[config.mk]
export PLATFORM = sky130hd
export DESIGN_NAME = roi_color_statistics_unit
export DESIGN_NICKNAME = d
export VERILOG_FILES = /design/src/sv/rcs_pkg.sv /design/src/sv/roi_color_statistics_unit.sv /design/src/sv/rcs_accum.sv /design/src/sv/rcs_divider.sv
export SDC_FILE = /design/constraint.sdc
export NUM_CORES = 1
export LEC_CHECK = 0
export ABC_AREA = 1
export BUFFER_PORTS_ARGS = -buffer_cell sky130_fd_sc_hd__buf_2
export CAP_MARGIN = 20
export CORE_MARGIN = 5
export CORE_UTILIZATION = 50
export DETAILED_ROUTE_END_ITERATION = 8
export PLACE_DENSITY = 0.67
export SYNTH_ARGS = -nofsm -noshare
export SYNTH_HDL_FRONTEND = slang
export SYNTH_SLANG_ARGS = --single-unit
[constraint.sdc]
create_clock -name clk -period 8 [get_ports clk]
set_input_delay 2.4 -clock clk [delete_from_list [all_inputs] [get_ports clk]]
set_output_delay 2.4 -clock clk [all_outputs]
set_load 0.01 [all_outputs]
[src/sv/rcs_pkg.sv]
package rcs_pkg;

	localparam int PIX_W      = 8;
	localparam int COORD_W    = 11;
	localparam int SIZE_W     = 12;
	localparam int CNT_W      = 22;
	localparam int SUM_W      = 30;
	localparam int PCT_W      = 15;
	localparam int MEAN_W     = 16;
	localparam int CFG_IDX_W  = 3;
	localparam int CFG_DATA_W = 12;

	// Frame size that the rectangle is clipped to.
	localparam int MAX_COLS = 2048;
	localparam int MAX_ROWS = 2048;

	// Dividend is either count * 25600 (37 bits) or sum * 256 (38 bits).
	localparam int DIVIDEND_W = SUM_W + 8;
	localparam int PROD_W     = CNT_W + PCT_W;

	localparam logic [PCT_W-1:0]  PCT_SCALE = 15'd25600;
	localparam logic [MEAN_W-1:0] PCT_MAX   = 16'd25600;
	localparam logic [MEAN_W-1:0] MEAN_MAX  = 16'd65280;

	// Configuration register indexes.
	localparam logic [CFG_IDX_W-1:0] CFG_ROI_LEFT   = 3'd0;
	localparam logic [CFG_IDX_W-1:0] CFG_ROI_TOP    = 3'd1;
	localparam logic [CFG_IDX_W-1:0] CFG_ROI_WIDTH  = 3'd2;
	localparam logic [CFG_IDX_W-1:0] CFG_ROI_HEIGHT = 3'd3;
	localparam logic [CFG_IDX_W-1:0] CFG_THRESH_L   = 3'd4;
	localparam logic [CFG_IDX_W-1:0] CFG_THRESH_A   = 3'd5;

	localparam logic [PIX_W-1:0] THRESH_L_RST = 8'd150;
	localparam logic [PIX_W-1:0] THRESH_A_RST = 8'd155;

	typedef struct packed {
		logic [PIX_W-1:0]   pixel_l;
		logic [PIX_W-1:0]   pixel_a;
		logic [COORD_W-1:0] col;
		logic [COORD_W-1:0] row;
		logic               end_of_frame;
	} rcs_in_t;

	typedef struct packed {
		logic [PIX_W-1:0]  roi_max_l;
		logic [PIX_W-1:0]  roi_min_l;
		logic [PCT_W-1:0]  roi_pct_l;
		logic [PIX_W-1:0]  roi_max_a;
		logic [PIX_W-1:0]  roi_min_a;
		logic [PCT_W-1:0]  roi_pct_a;
		logic [MEAN_W-1:0] roi_mean_l;
		logic [MEAN_W-1:0] roi_mean_a;
		logic [MEAN_W-1:0] frame_mean_l;
		logic [MEAN_W-1:0] frame_mean_a;
		logic              roi_empty;
	} rcs_out_t;

	typedef struct packed {
		logic [COORD_W-1:0] roi_left;
		logic [COORD_W-1:0] roi_top;
		logic [SIZE_W-1:0]  roi_width;
		logic [SIZE_W-1:0]  roi_height;
		logic [PIX_W-1:0]   thresh_l;
		logic [PIX_W-1:0]   thresh_a;
	} rcs_cfg_t;

	typedef struct packed {
		logic [PIX_W-1:0] min_l;
		logic [PIX_W-1:0] max_l;
		logic [PIX_W-1:0] min_a;
		logic [PIX_W-1:0] max_a;
		logic [CNT_W-1:0] above_l;
		logic [CNT_W-1:0] above_a;
		logic [CNT_W-1:0] roi_cnt;
		logic [SUM_W-1:0] roi_sum_l;
		logic [SUM_W-1:0] roi_sum_a;
		logic [CNT_W-1:0] frame_cnt;
		logic [SUM_W-1:0] frame_sum_l;
		logic [SUM_W-1:0] frame_sum_a;
	} rcs_stats_t;

	typedef struct packed {
		logic                  start;
		logic [DIVIDEND_W-1:0] dividend;
		logic [CNT_W-1:0]      divisor;
	} rcs_div_req_t;

	typedef struct packed {
		logic                  done;
		logic [DIVIDEND_W-1:0] quotient;
	} rcs_div_rsp_t;

endpackage

[src/sv/roi_color_statistics_unit.sv]
// A pixel without the end-of-frame mark is folded into the registered statistics, and while
// the block is idle the next pixel may follow in the next cycle.
// A pixel with the end-of-frame mark starts six divisions, run one after another on one
// shared radix-2 divider; the input stalls until the result item is handed to the output
// register, which waits while that register still holds an earlier item.
// Reset (arst_n low) clears all statistics, loads the register defaults and empties the output.
module roi_color_statistics_unit (
	input  logic                                  clk,
	input  logic                                  arst_n,
	input  logic                                  pix_valid,
	output logic                                  pix_stall,
	input  rcs_pkg::rcs_in_t                      pix,
	output logic                                  res_valid,
	input  logic                                  res_stall,
	output rcs_pkg::rcs_out_t                     res,
	input  logic                                  cfg_we,
	input  logic [rcs_pkg::CFG_IDX_W-1:0]         cfg_index,
	input  logic [rcs_pkg::CFG_DATA_W-1:0]        cfg_data
);

	// Sequencer states. IDLE takes pixels; DIV runs the divisions one after another;
	// DONE waits for the output register to be free and then hands over the item.
	typedef enum logic [2:0] {
		ST_IDLE = 3'b001,
		ST_DIV  = 3'b010,
		ST_DONE = 3'b100
	} state_t;

	// Division jobs in the order they are run.
	typedef enum logic [2:0] {
		JOB_PCT_L   = 3'd0,
		JOB_PCT_A   = 3'd1,
		JOB_MEAN_L  = 3'd2,
		JOB_MEAN_A  = 3'd3,
		JOB_FRAME_L = 3'd4,
		JOB_FRAME_A = 3'd5
	} job_t;

	state_t                         state_q;
	job_t                           job_q;
	logic                           start_q;
	rcs_pkg::rcs_cfg_t              cfg_q;
	rcs_pkg::rcs_stats_t            stats;
	rcs_pkg::rcs_div_req_t          div_req;
	rcs_pkg::rcs_div_rsp_t          div_rsp;
	rcs_pkg::rcs_out_t              res_q;
	logic                           res_valid_q;
	logic [rcs_pkg::PCT_W-1:0]      pct_l_q;
	logic [rcs_pkg::PCT_W-1:0]      pct_a_q;
	logic [rcs_pkg::MEAN_W-1:0]     mean_l_q;
	logic [rcs_pkg::MEAN_W-1:0]     mean_a_q;
	logic [rcs_pkg::MEAN_W-1:0]     fmean_l_q;
	logic [rcs_pkg::MEAN_W-1:0]     fmean_a_q;
	logic                           pix_acc;
	logic                           out_free;
	logic                           hand_over;
	logic [rcs_pkg::CNT_W-1:0]      above_sel;
	logic [rcs_pkg::PROD_W-1:0]     pct_prod;
	logic [rcs_pkg::DIVIDEND_W-1:0] dividend;
	logic [rcs_pkg::CNT_W-1:0]      divisor;
	logic [rcs_pkg::MEAN_W-1:0]     limit;
	logic [rcs_pkg::MEAN_W-1:0]     q_clamp;
	logic                           roi_empty;

	assign pix_stall = (state_q != ST_IDLE);
	assign pix_acc   = pix_valid && (state_q == ST_IDLE);
	assign out_free  = !res_valid_q || !res_stall;
	assign hand_over = (state_q == ST_DONE) && out_free;
	assign roi_empty = (stats.roi_cnt == '0);

	// Configuration registers. The user must write only while the block is idle; not enforced.
	always_ff @(posedge clk or negedge arst_n) begin
		if (!arst_n) begin
			cfg_q.roi_left   <= '0;
			cfg_q.roi_top    <= '0;
			cfg_q.roi_width  <= rcs_pkg::SIZE_W'(1);
			cfg_q.roi_height <= rcs_pkg::SIZE_W'(1);
			cfg_q.thresh_l   <= rcs_pkg::THRESH_L_RST;
			cfg_q.thresh_a   <= rcs_pkg::THRESH_A_RST;
		end else if (cfg_we) begin
			unique case (cfg_index)
				rcs_pkg::CFG_ROI_LEFT:   cfg_q.roi_left   <= cfg_data[rcs_pkg::COORD_W-1:0];
				rcs_pkg::CFG_ROI_TOP:    cfg_q.roi_top    <= cfg_data[rcs_pkg::COORD_W-1:0];
				rcs_pkg::CFG_ROI_WIDTH:  cfg_q.roi_width  <= cfg_data;
				rcs_pkg::CFG_ROI_HEIGHT: cfg_q.roi_height <= cfg_data;
				rcs_pkg::CFG_THRESH_L:   cfg_q.thresh_l   <= cfg_data[rcs_pkg::PIX_W-1:0];
				rcs_pkg::CFG_THRESH_A:   cfg_q.thresh_a   <= cfg_data[rcs_pkg::PIX_W-1:0];
				default: begin
				end
			endcase
		end
	end

	// The statistics are cleared in the same cycle the finished item moves to the output.
	rcs_accum u_accum (
		.clk    (clk),
		.arst_n (arst_n),
		.cfg    (cfg_q),
		.pix    (pix),
		.acc_en (pix_acc),
		.clear  (hand_over),
		.stats  (stats)
	);

	// Operand selection for the current job. A percentage scales the count by 25600,
	// a mean scales the sum by 256. The divider registers both at its start.
	assign above_sel = (job_q == JOB_PCT_L) ? stats.above_l : stats.above_a;
	assign pct_prod  = rcs_pkg::PROD_W'(above_sel) * rcs_pkg::PROD_W'(rcs_pkg::PCT_SCALE);

	always_comb begin
		dividend = '0;
		divisor  = stats.roi_cnt;
		unique case (job_q)
			JOB_PCT_L, JOB_PCT_A: dividend = rcs_pkg::DIVIDEND_W'(pct_prod);
			JOB_MEAN_L:           dividend = {stats.roi_sum_l, 8'd0};
			JOB_MEAN_A:           dividend = {stats.roi_sum_a, 8'd0};
			JOB_FRAME_L: begin
				dividend = {stats.frame_sum_l, 8'd0};
				divisor  = stats.frame_cnt;
			end
			JOB_FRAME_A: begin
				dividend = {stats.frame_sum_a, 8'd0};
				divisor  = stats.frame_cnt;
			end
			default: begin
			end
		endcase
	end

	assign div_req.start    = start_q;
	assign div_req.dividend = dividend;
	assign div_req.divisor  = divisor;

	rcs_divider u_divider (
		.clk    (clk),
		.arst_n (arst_n),
		.req    (div_req),
		.rsp    (div_rsp)
	);

	// Clamp the quotient to the field's range. A zero rectangle count makes the
	// divider return all ones; those fields are forced to zero at hand-over.
	assign limit   = ((job_q == JOB_PCT_L) || (job_q == JOB_PCT_A)) ?
		rcs_pkg::PCT_MAX : rcs_pkg::MEAN_MAX;
	assign q_clamp = (div_rsp.quotient > rcs_pkg::DIVIDEND_W'(limit)) ?
		limit : div_rsp.quotient[rcs_pkg::MEAN_W-1:0];

	always_ff @(posedge clk or negedge arst_n) begin
		if (!arst_n) begin
			state_q <= ST_IDLE;
			job_q   <= JOB_PCT_L;
			start_q <= 1'b0;
		end else begin
			start_q <= 1'b0;
			unique case (state_q)
				ST_IDLE: begin
					if (pix_acc && pix.end_of_frame) begin
						state_q <= ST_DIV;
						job_q   <= JOB_PCT_L;
						start_q <= 1'b1;
					end
				end
				ST_DIV: begin
					if (div_rsp.done) begin
						if (job_q == JOB_FRAME_A) begin
							state_q <= ST_DONE;
						end else begin
							job_q   <= job_t'(job_q + 3'd1);
							start_q <= 1'b1;
						end
					end
				end
				ST_DONE: begin
					if (out_free) state_q <= ST_IDLE;
				end
				default: state_q <= ST_IDLE;
			endcase
		end
	end

	// Quotient holding registers, one per division job.
	always_ff @(posedge clk) begin
		if ((state_q == ST_DIV) && div_rsp.done) begin
			unique case (job_q)
				JOB_PCT_L:   pct_l_q   <= q_clamp[rcs_pkg::PCT_W-1:0];
				JOB_PCT_A:   pct_a_q   <= q_clamp[rcs_pkg::PCT_W-1:0];
				JOB_MEAN_L:  mean_l_q  <= q_clamp;
				JOB_MEAN_A:  mean_a_q  <= q_clamp;
				JOB_FRAME_L: fmean_l_q <= q_clamp;
				JOB_FRAME_A: fmean_a_q <= q_clamp;
				default: begin
				end
			endcase
		end
	end

	// Output register. It lets the next frame's pixels in while a result waits.
	always_ff @(posedge clk or negedge arst_n) begin
		if (!arst_n) begin
			res_valid_q <= 1'b0;
		end else begin
			if (hand_over) res_valid_q <= 1'b1;
			else if (!res_stall) res_valid_q <= 1'b0;
		end
	end

	always_ff @(posedge clk) begin
		if (hand_over) begin
			res_q.roi_max_l    <= roi_empty ? '0 : stats.max_l;
			res_q.roi_min_l    <= roi_empty ? '0 : stats.min_l;
			res_q.roi_pct_l    <= roi_empty ? '0 : pct_l_q;
			res_q.roi_max_a    <= roi_empty ? '0 : stats.max_a;
			res_q.roi_min_a    <= roi_empty ? '0 : stats.min_a;
			res_q.roi_pct_a    <= roi_empty ? '0 : pct_a_q;
			res_q.roi_mean_l   <= roi_empty ? '0 : mean_l_q;
			res_q.roi_mean_a   <= roi_empty ? '0 : mean_a_q;
			res_q.frame_mean_l <= fmean_l_q;
			res_q.frame_mean_a <= fmean_a_q;
			res_q.roi_empty    <= roi_empty;
		end
	end

	assign res_valid = res_valid_q;
	assign res       = res_q;

endmodule

[src/sv/rcs_accum.sv]
module rcs_accum (
	input  logic               clk,
	input  logic               arst_n,
	input  rcs_pkg::rcs_cfg_t  cfg,
	input  rcs_pkg::rcs_in_t   pix,
	input  logic               acc_en,
	input  logic               clear,
	output rcs_pkg::rcs_stats_t stats
);

	localparam int END_W = rcs_pkg::SIZE_W + 1;

	rcs_pkg::rcs_stats_t stats_q;
	logic [END_W-1:0]    col_end;
	logic [END_W-1:0]    row_end;
	logic                in_roi;

	// Cleared statistics: the minima start at full scale, everything else at zero.
	function automatic rcs_pkg::rcs_stats_t stats_clr();
		rcs_pkg::rcs_stats_t s;
		s       = '0;
		s.min_l = '1;
		s.min_a = '1;
		return s;
	endfunction

	// Saturating increment of a count.
	function automatic logic [rcs_pkg::CNT_W-1:0] cnt_inc(
		input logic [rcs_pkg::CNT_W-1:0] v
	);
		return (v == '1) ? v : v + 1'b1;
	endfunction

	// Saturating add of one pixel value to a sum.
	function automatic logic [rcs_pkg::SUM_W-1:0] sum_add(
		input logic [rcs_pkg::SUM_W-1:0] v,
		input logic [rcs_pkg::PIX_W-1:0] p
	);
		logic [rcs_pkg::SUM_W:0] s;
		s = {1'b0, v} + (rcs_pkg::SUM_W + 1)'(p);
		return s[rcs_pkg::SUM_W] ? '1 : s[rcs_pkg::SUM_W-1:0];
	endfunction

	assign col_end = END_W'(cfg.roi_left) + END_W'(cfg.roi_width);
	assign row_end = END_W'(cfg.roi_top) + END_W'(cfg.roi_height);

	// The rectangle bounds are compared without wrap and clipped to the frame.
	assign in_roi = (pix.col >= cfg.roi_left) && (END_W'(pix.col) < col_end) &&
		(pix.row >= cfg.roi_top) && (END_W'(pix.row) < row_end) &&
		(int'(pix.col) < rcs_pkg::MAX_COLS) && (int'(pix.row) < rcs_pkg::MAX_ROWS);

	always_ff @(posedge clk or negedge arst_n) begin
		if (!arst_n) begin
			stats_q <= stats_clr();
		end else begin
			priority if (clear) begin
				stats_q <= stats_clr();
			end else if (acc_en) begin
				if (in_roi) begin
					if (pix.pixel_l < stats_q.min_l) stats_q.min_l <= pix.pixel_l;
					if (pix.pixel_l > stats_q.max_l) stats_q.max_l <= pix.pixel_l;
					if (pix.pixel_a < stats_q.min_a) stats_q.min_a <= pix.pixel_a;
					if (pix.pixel_a > stats_q.max_a) stats_q.max_a <= pix.pixel_a;
					if (pix.pixel_l > cfg.thresh_l) stats_q.above_l <= cnt_inc(stats_q.above_l);
					if (pix.pixel_a > cfg.thresh_a) stats_q.above_a <= cnt_inc(stats_q.above_a);
					stats_q.roi_cnt   <= cnt_inc(stats_q.roi_cnt);
					stats_q.roi_sum_l <= sum_add(stats_q.roi_sum_l, pix.pixel_l);
					stats_q.roi_sum_a <= sum_add(stats_q.roi_sum_a, pix.pixel_a);
				end
				stats_q.frame_cnt   <= cnt_inc(stats_q.frame_cnt);
				stats_q.frame_sum_l <= sum_add(stats_q.frame_sum_l, pix.pixel_l);
				stats_q.frame_sum_a <= sum_add(stats_q.frame_sum_a, pix.pixel_a);
			end else begin
				stats_q <= stats_q;
			end
		end
	end

	assign stats = stats_q;

endmodule

[src/sv/rcs_divider.sv]
module rcs_divider (
	input  logic                 clk,
	input  logic                 arst_n,
	input  rcs_pkg::rcs_div_req_t req,
	output rcs_pkg::rcs_div_rsp_t rsp
);

	localparam int DW    = rcs_pkg::DIVIDEND_W;
	localparam int VW    = rcs_pkg::CNT_W;
	localparam int CW    = $clog2(DW);
	localparam int LAST  = DW - 1;

	// Restoring division, one quotient bit a cycle. The dividend shifts out of
	// the top of quo_q while quotient bits shift in at the bottom.
	logic [DW-1:0] quo_q;
	logic [VW-1:0] rem_q;
	logic [VW-1:0] den_q;
	logic [CW-1:0] cnt_q;
	logic          busy_q;
	logic          done_q;
	logic [VW:0]   rem_sh;
	logic          fits;

	assign rem_sh = {rem_q, quo_q[DW-1]};
	assign fits   = rem_sh >= {1'b0, den_q};

	always_ff @(posedge clk or negedge arst_n) begin
		if (!arst_n) begin
			busy_q <= 1'b0;
			done_q <= 1'b0;
			cnt_q  <= '0;
		end else begin
			done_q <= 1'b0;
			if (req.start) begin
				busy_q <= 1'b1;
				cnt_q  <= '0;
			end else if (busy_q) begin
				cnt_q <= cnt_q + 1'b1;
				if (cnt_q == CW'(LAST)) begin
					busy_q <= 1'b0;
					done_q <= 1'b1;
				end
			end
		end
	end

	always_ff @(posedge clk) begin
		if (req.start) begin
			quo_q <= req.dividend;
			den_q <= req.divisor;
			rem_q <= '0;
		end else if (busy_q) begin
			quo_q <= {quo_q[DW-2:0], fits};
			rem_q <= fits ? VW'(rem_sh - {1'b0, den_q}) : rem_sh[VW-1:0];
		end
	end

	assign rsp.done     = done_q;
	assign rsp.quotient = quo_q;

endmodule

Yosys cells after proc, flatten, opt, wreduce, memory -nomap -nowiden
Index checks and enable logic that the tools add are counted.
{ "totals": {"inputBits": 59, "register_bits": 621, "elab_cells": 197} }
{ "op_classes": {"eq_ne": 29, "muxes": 48, "multipliers": 1, "n_reduce_logical": 49, "magnitude_cmp": 12, "add_sub_neg": 13} }
{ "ops": {"columns": ["operator", "n"], "rows": [
  ["240-bit 2-to-1 mux", 2],
  ["22-bit 2-to-1 mux", 9],
  ["38-bit case mux with 5 select lines", 1],
  ["158-bit 2-to-1 mux", 1],
  ["30-bit by 8-bit adder with 31-bit output", 4],
  ["30-bit 2-to-1 mux", 4],
  ["22-bit by 1-bit adder with 22-bit output, second input constant", 4],
  ["22-bit equality test, second input constant", 4],
  ["38-bit 2-to-1 mux", 2],
  ["38-bit by 16-bit > comparator with 1-bit output", 1],
  ["8-bit > comparator", 4],
  ["16-bit 2-to-1 mux", 2],
  ["8-bit 2-to-1 mux", 4],
  ["2-bit AND reduction", 14],
  ["22-bit by 5-bit multiplier with 27-bit output, second input constant", 1],
  ["11-bit by 12-bit adder with 13-bit output", 2],
  ["11-bit by 13-bit less-than comparator with 1-bit output", 2],
  ["23-bit by 22-bit >= comparator with 1-bit output", 1],
  ["11-bit >= comparator", 2],
  ["22-bit zero test", 1],
  ["22-bit subtractor", 1],
  ["3-bit 2-to-1 mux", 7],
  ["2-bit nonzero test", 10],
  ["8-bit less-than comparator", 2],
  ["other kinds (21)", 67]
]} }

Depth between registers and ports, before layout
{ "logic_depth": {"depth_word": 8, "depth_mapped": 26} }

Cells and area by module
Synthesis repeated with hierarchy kept, for this count alone.
{ "unflattened": {"cells_unflattened": 5105, "hier_area_um2": 40039.7} }
{ "by_module_without_submodules": {"columns": ["module", "n_inst", "seq_area_each_um2", "cells_each", "area_per_inst_um2"], "rows": [
  ["rcs_accum", 1, 6025.8, 2809, 19636.3],
  ["roi_color_statistics_unit", 1, 8403.1, 1570, 14984.4],
  ["rcs_divider", 1, 2442.3, 726, 5418.9]
]} }

Worst setup path before layout
No wires, ideal clock.
{ "synth_timing": {"path_type": "input to register", "from": "input res_stall", "to": "register u_accum.stats_q, in the netlist u_accum.stats[69]", "t_arrival_ns": 6.675, "path_stages": 5, "slack_ns": 0.999, "setup_ns": 0.325, "t_required_ns": 7.675, "path_cell_list": "nand2_1 inv_1 nor2_2 clkbuf_1 o31ai_1"} }
{ "synth_between": {"elab_chain_len": 5, "word_cells_on_any_way": 7} }
{ "synth_lines": {"columns": ["item", "line", "text"], "rows": [
  ["start, declared", "roi_color_statistics_unit.sv:14", "input logic res_stall,"],
  ["1-bit zero test *", null, null],
  ["1-bit logical OR *", "roi_color_statistics_unit.sv:67", "assign out_free = !res_valid_q || !res_stall;"],
  ["1-bit logical AND *", "roi_color_statistics_unit.sv:68", "assign hand_over = (state_q == ST_DONE) && out_free;"],
  ["via hand_over", "roi_color_statistics_unit.sv:56", "logic hand_over;"],
  ["2-bit != test (no line) or 2-bit nonzero test (tied branches)", null, null],
  ["2-bit AND reduction (no line)", null, null],
  ["end signal, assigned", "rcs_accum.sv:54", "stats_q <= stats_clr();"],
  ["end signal, assigned", "rcs_accum.sv:57", "stats_q <= stats_clr();"],
  ["end signal, assigned", "rcs_accum.sv:74", "stats_q <= stats_q;"],
  ["end, declared", "rcs_accum.sv:13", "rcs_pkg::rcs_stats_t stats_q;"]
]} }
The timed path passes the listed nets; every way through them passes the cells marked *.
A chain may end at the register's enable or synchronous reset.

Worst setup path after layout
{ "layout_timing": {"from": "input res_stall", "to": "register u_accum.stats_q, in the netlist u_accum.stats[10]"} }
{ "layout_between": {"elab_chain_len": 4, "word_cells_on_any_way": 5} }
{ "layout_lines": {"columns": ["item", "line"], "rows": [
  ["1-bit zero test *", null],
  ["1-bit logical OR *", "roi_color_statistics_unit.sv:67"],
  ["1-bit logical AND *", "roi_color_statistics_unit.sv:68"],
  ["240-bit 2-to-1 mux or 2-bit nonzero test (tied branches)", null]
]} }
Mark *: on every way between the ends. The rest lies on a longest branch, timed or not.

==> impl_metrics.toml <==
[power_and_ir_drop]
power.leakage_nw = 21.4
clkPwrFrac_pct = 27.8
power_density_nw_per_um2 = 289
vdd_drop_max_mv = 0.177
p_int_mw = 7.68
p_comb_share_pct = 35.8
seqPwrFrac_pct = 36.4
p_sw_share_pct = 38.7
p_switching_mw = 4.85

[global_route]
gr-usage-met2_pct = 41.9
grt_pass1_wl_mm = 170
grt_max_degree = 133
grt_use_total_pct = 25.4
grt_use_met1_pct = 34.7
grt_antenna_before_repair = 5
grt_pass1_vias = 31500
busiest_layer = "met2"
grt_use_met3_pct = 4.20
overflow = 0

[clocking]
postCtsHoldBufs = 0
clock_latency_ns = 0.64
numCtsBuffers = 72
cts_num_sinks = 621
path_clk_slew_ns = 0.06
cts_root_buf = "clkbuf_16"
cts_buffer_depth = 3
htree_levels = 3
cts_tree = "built"
ctsResizeCount = 0
postCtsSetupBuffers = 0

[logic_synthesis]
ys_ff_latch = 621
avgSynthCellArea_um2 = 7.92
syn-num-nets = 5243
synth_cells = 4909
synth_area_um2 = 38900
yosys_warnings = 0
async_reset_ff_share_pct = 51.2
ys_seq_area_share_pct = 43.4
synth_top_area_share_pct = 21.7
yosys.area.top_type = "edfxtp_1"
synth_edf_count = 281
synthTopCellsByArea = "edfxtp_1, dfrtp_1, nand2_1"
ys_dominant_reg_cell = "dfrtp_1"
ys_types = 67

[route]
dr.pass1.iters = 6
first_iter_violations = 2948
drcViolationCount = 0
num_vias = 33200
routed_wl_mm = 107
detail-route-antenna-nets = 0
via_per_inst = 5.38
wl_per_cell_um = 17.4

[timing]
tightest_slew_ns = 1.01
setup_violations = 0
fin_tns_setup_ns = 0
min_period_ns = 5.12
max_freq_ghz = 0.195
rsz0062_at_grt = "false"
skew_ns = 0.0368
relSlewSlack_pct = 32.8
maxSlewViolCount = 0
hold_viol_final = 0
hold_ws_ns = 0.408
fin_crit_sh_pct = 64.0

[worst_setup_path]
reg2reg_slack_ns = 2.88
end_kind = "flip-flop"
crit_fanout = 79
crit_type = "in2reg"
start_kind = "input port"
required_ns = 8.51
arrival_ns = 5.63

[die]
initial_utilization_pct = 50.3
die_w_um = 289
rows = 102
die_h_um = 289
ioPinCount = 188
design.core.area_um2 = 77300
fp.dieArea_um2 = 83400

[flow_run]
cap_violations = 0

[placed_design]
dp_hpwl_mm = 77.9
routabilityCongestion = 0.927
dpl.cell_count = 6028
placed_area_um2 = 40800
port_buffers = 187

[final_layout]
syn2layout_area_growth_pct = 11.6
nets = 5397
final_layout_size_suffix_gt1_share_pct = 8.77
layoutNonFillerInstCount = 6164
fin_util_pct = 56.1
stdcell_area_um2 = 43400

[status]
status = "finished, final reports clean"

[worst_hold_path]
hold_path_class = "reg2reg"
==> layer usage <==
| layer | part of all wire [%] | wire (um) |
|---|---|---|
| met1 | 44 | 47200 |
| met2 | 47 | 50200 |
| met3 | 6.2 | 6660 |
| met4 | 3.0 | 3240 |
| met5 | 0.031 | 33 |
==> sequential cells by signal, summed over array words and instances (netlist names), 6 cells and up <==
| register | count |
|---|---|
| u_accum.stats | 240 |
| res | 127 |
| cfg_q | 62 |
| u_divider.quo_q | 38 |
| u_divider.den_q | 22 |
| u_divider.rem_q | 22 |
| fmean_a_q | 16 |
| fmean_l_q | 16 |
| mean_a_q | 16 |
| mean_l_q | 16 |
| pct_a_q | 15 |
| pct_l_q | 15 |
| u_divider.cnt_q | 6 |
==> cell type report <==
cell class | count | area, um2
Sequential cell | 621 | 16900
Clock buffer | 100 | 2040
Tap cell | 1040 | 1300
Timing Repair Buffer | 223 | 1310
Fill cell | 7277 | 34000
Clock inverter | 32 | 517
Inverter | 691 | 2600
Antenna cell | 3 | 7.51
Multi-Input combinational cell | 3454 | 18700
==> through the flow <==
| stage | worst slack, ns | power [mW] |
|---|---|---|
| after global placement | 2.31 | 8.90 |
| after global routing | 2.45 | 13.5 |
| final | 2.88 | 12.5 |
| after floorplan | 0.999 | 7.83 |
| after CTS | 2.89 | 12.6 |
| after detailed placement | 2.27 | 9.03 |
==> critical path, stage by stage <==
cell and delay (ns):
buf_2 0.10, nand2_1 0.10, inv_1 0.09, nor2_4 0.64, inv_6 0.40, nand2_2 0.75
inv_1 0.48, buf_4 0.36, a22o_1 0.26
==> cells in the mapped netlist (11+ instances only) <==
cell type and instances:
nor4_1 35, o211ai_1 26, dfstp_2 28, nor2_1 377
inv_1 680, nand3b_1 25, nand4_1 113, a221oi_1 15
buf_2 22, nand2_1 1371, a21oi_1 187, nand3_1 351
buf_1 11, o31ai_1 12, buf_4 15, xnor2_1 40
edfxtp_1 281, o21a_1 11, dfrtp_1 290, dfxtp_1 22
o21ai_0 284, o22ai_1 29, or2_2 21, xor2_1 90
a21o_1 20, nor3_1 77, fa_1 23, ha_1 252
clkbuf_1 83
==> path summary, 6_finish.rpt <==
path                          startpoint             endpoint  depth (start not counted)
setup reg to reg                job_q[0]  u_divider.quo_q[32]                         22
hold / removal             fmean_l_q[14]              res[31]                          0
hold reg to reg            fmean_l_q[14]              res[31]                          0
setup / recovery               res_stall    u_accum.stats[10]                          9
min in group asynchronous         arst_n    u_accum.stats[17]                          1
max in group asynchronous         arst_n            cfg_q[40]                          2
==> power by group through the flow <==
| stage | sequential, mW | combinational, mW | clock (mW) |
|---|---|---|---|
| 4_1_cts | 4.54 | 4.48 | 3.56 |
| 6_report | 4.55 | 4.48 | 3.49 |
| 2_1_floorplan | 4.43 | 3.40 | 0 |
| 5_1_grt | 4.63 | 5.16 | 3.68 |
| 3_5_place_dp | 4.59 | 4.44 | 0 |
| 3_3_place_gp | 4.58 | 4.32 | 0 |
==> logic make-up (layout without fill, tap and decap cells) <==
group	Yosys count	count (layout)	synth area share (%)
mux	2	2	0.0579
compound gates	623	623	8.97
simple gates	2424	2424	26.9
xor+xnor	130	130	2.93
other cells	0	3	0
fa+ha+maj	275	275	9.29
flops	621	621	43.4
buf+inv	834	1046	8.48
==> layout by cell type, fill, tap and decap left out, drive strengths merged, types with 5 or more instances in the layout <==
cell type,n
o21ai,290
dfstp,28
nor2,391
xnor2,40
o21a,11
clkbuf,100
and3,5
bufinv,8
a221oi,15
nand3,362
a21o,20
xor2,90
nor3b,5
dfrtp,290
edfxtp,281
o221ai,6
clkinv,21
clkinvlp,5
o211ai,26
nand3b,25
a31oi,6
o22ai,29
inv,689
nor3,79
o31ai,12
fa,23
nand2,1378
or2,22
ha,252
dfxtp,22
nand4,117
a21oi,187
buf,223
nor4,36
No activity file was read; power rests on OpenSTA's default activity.
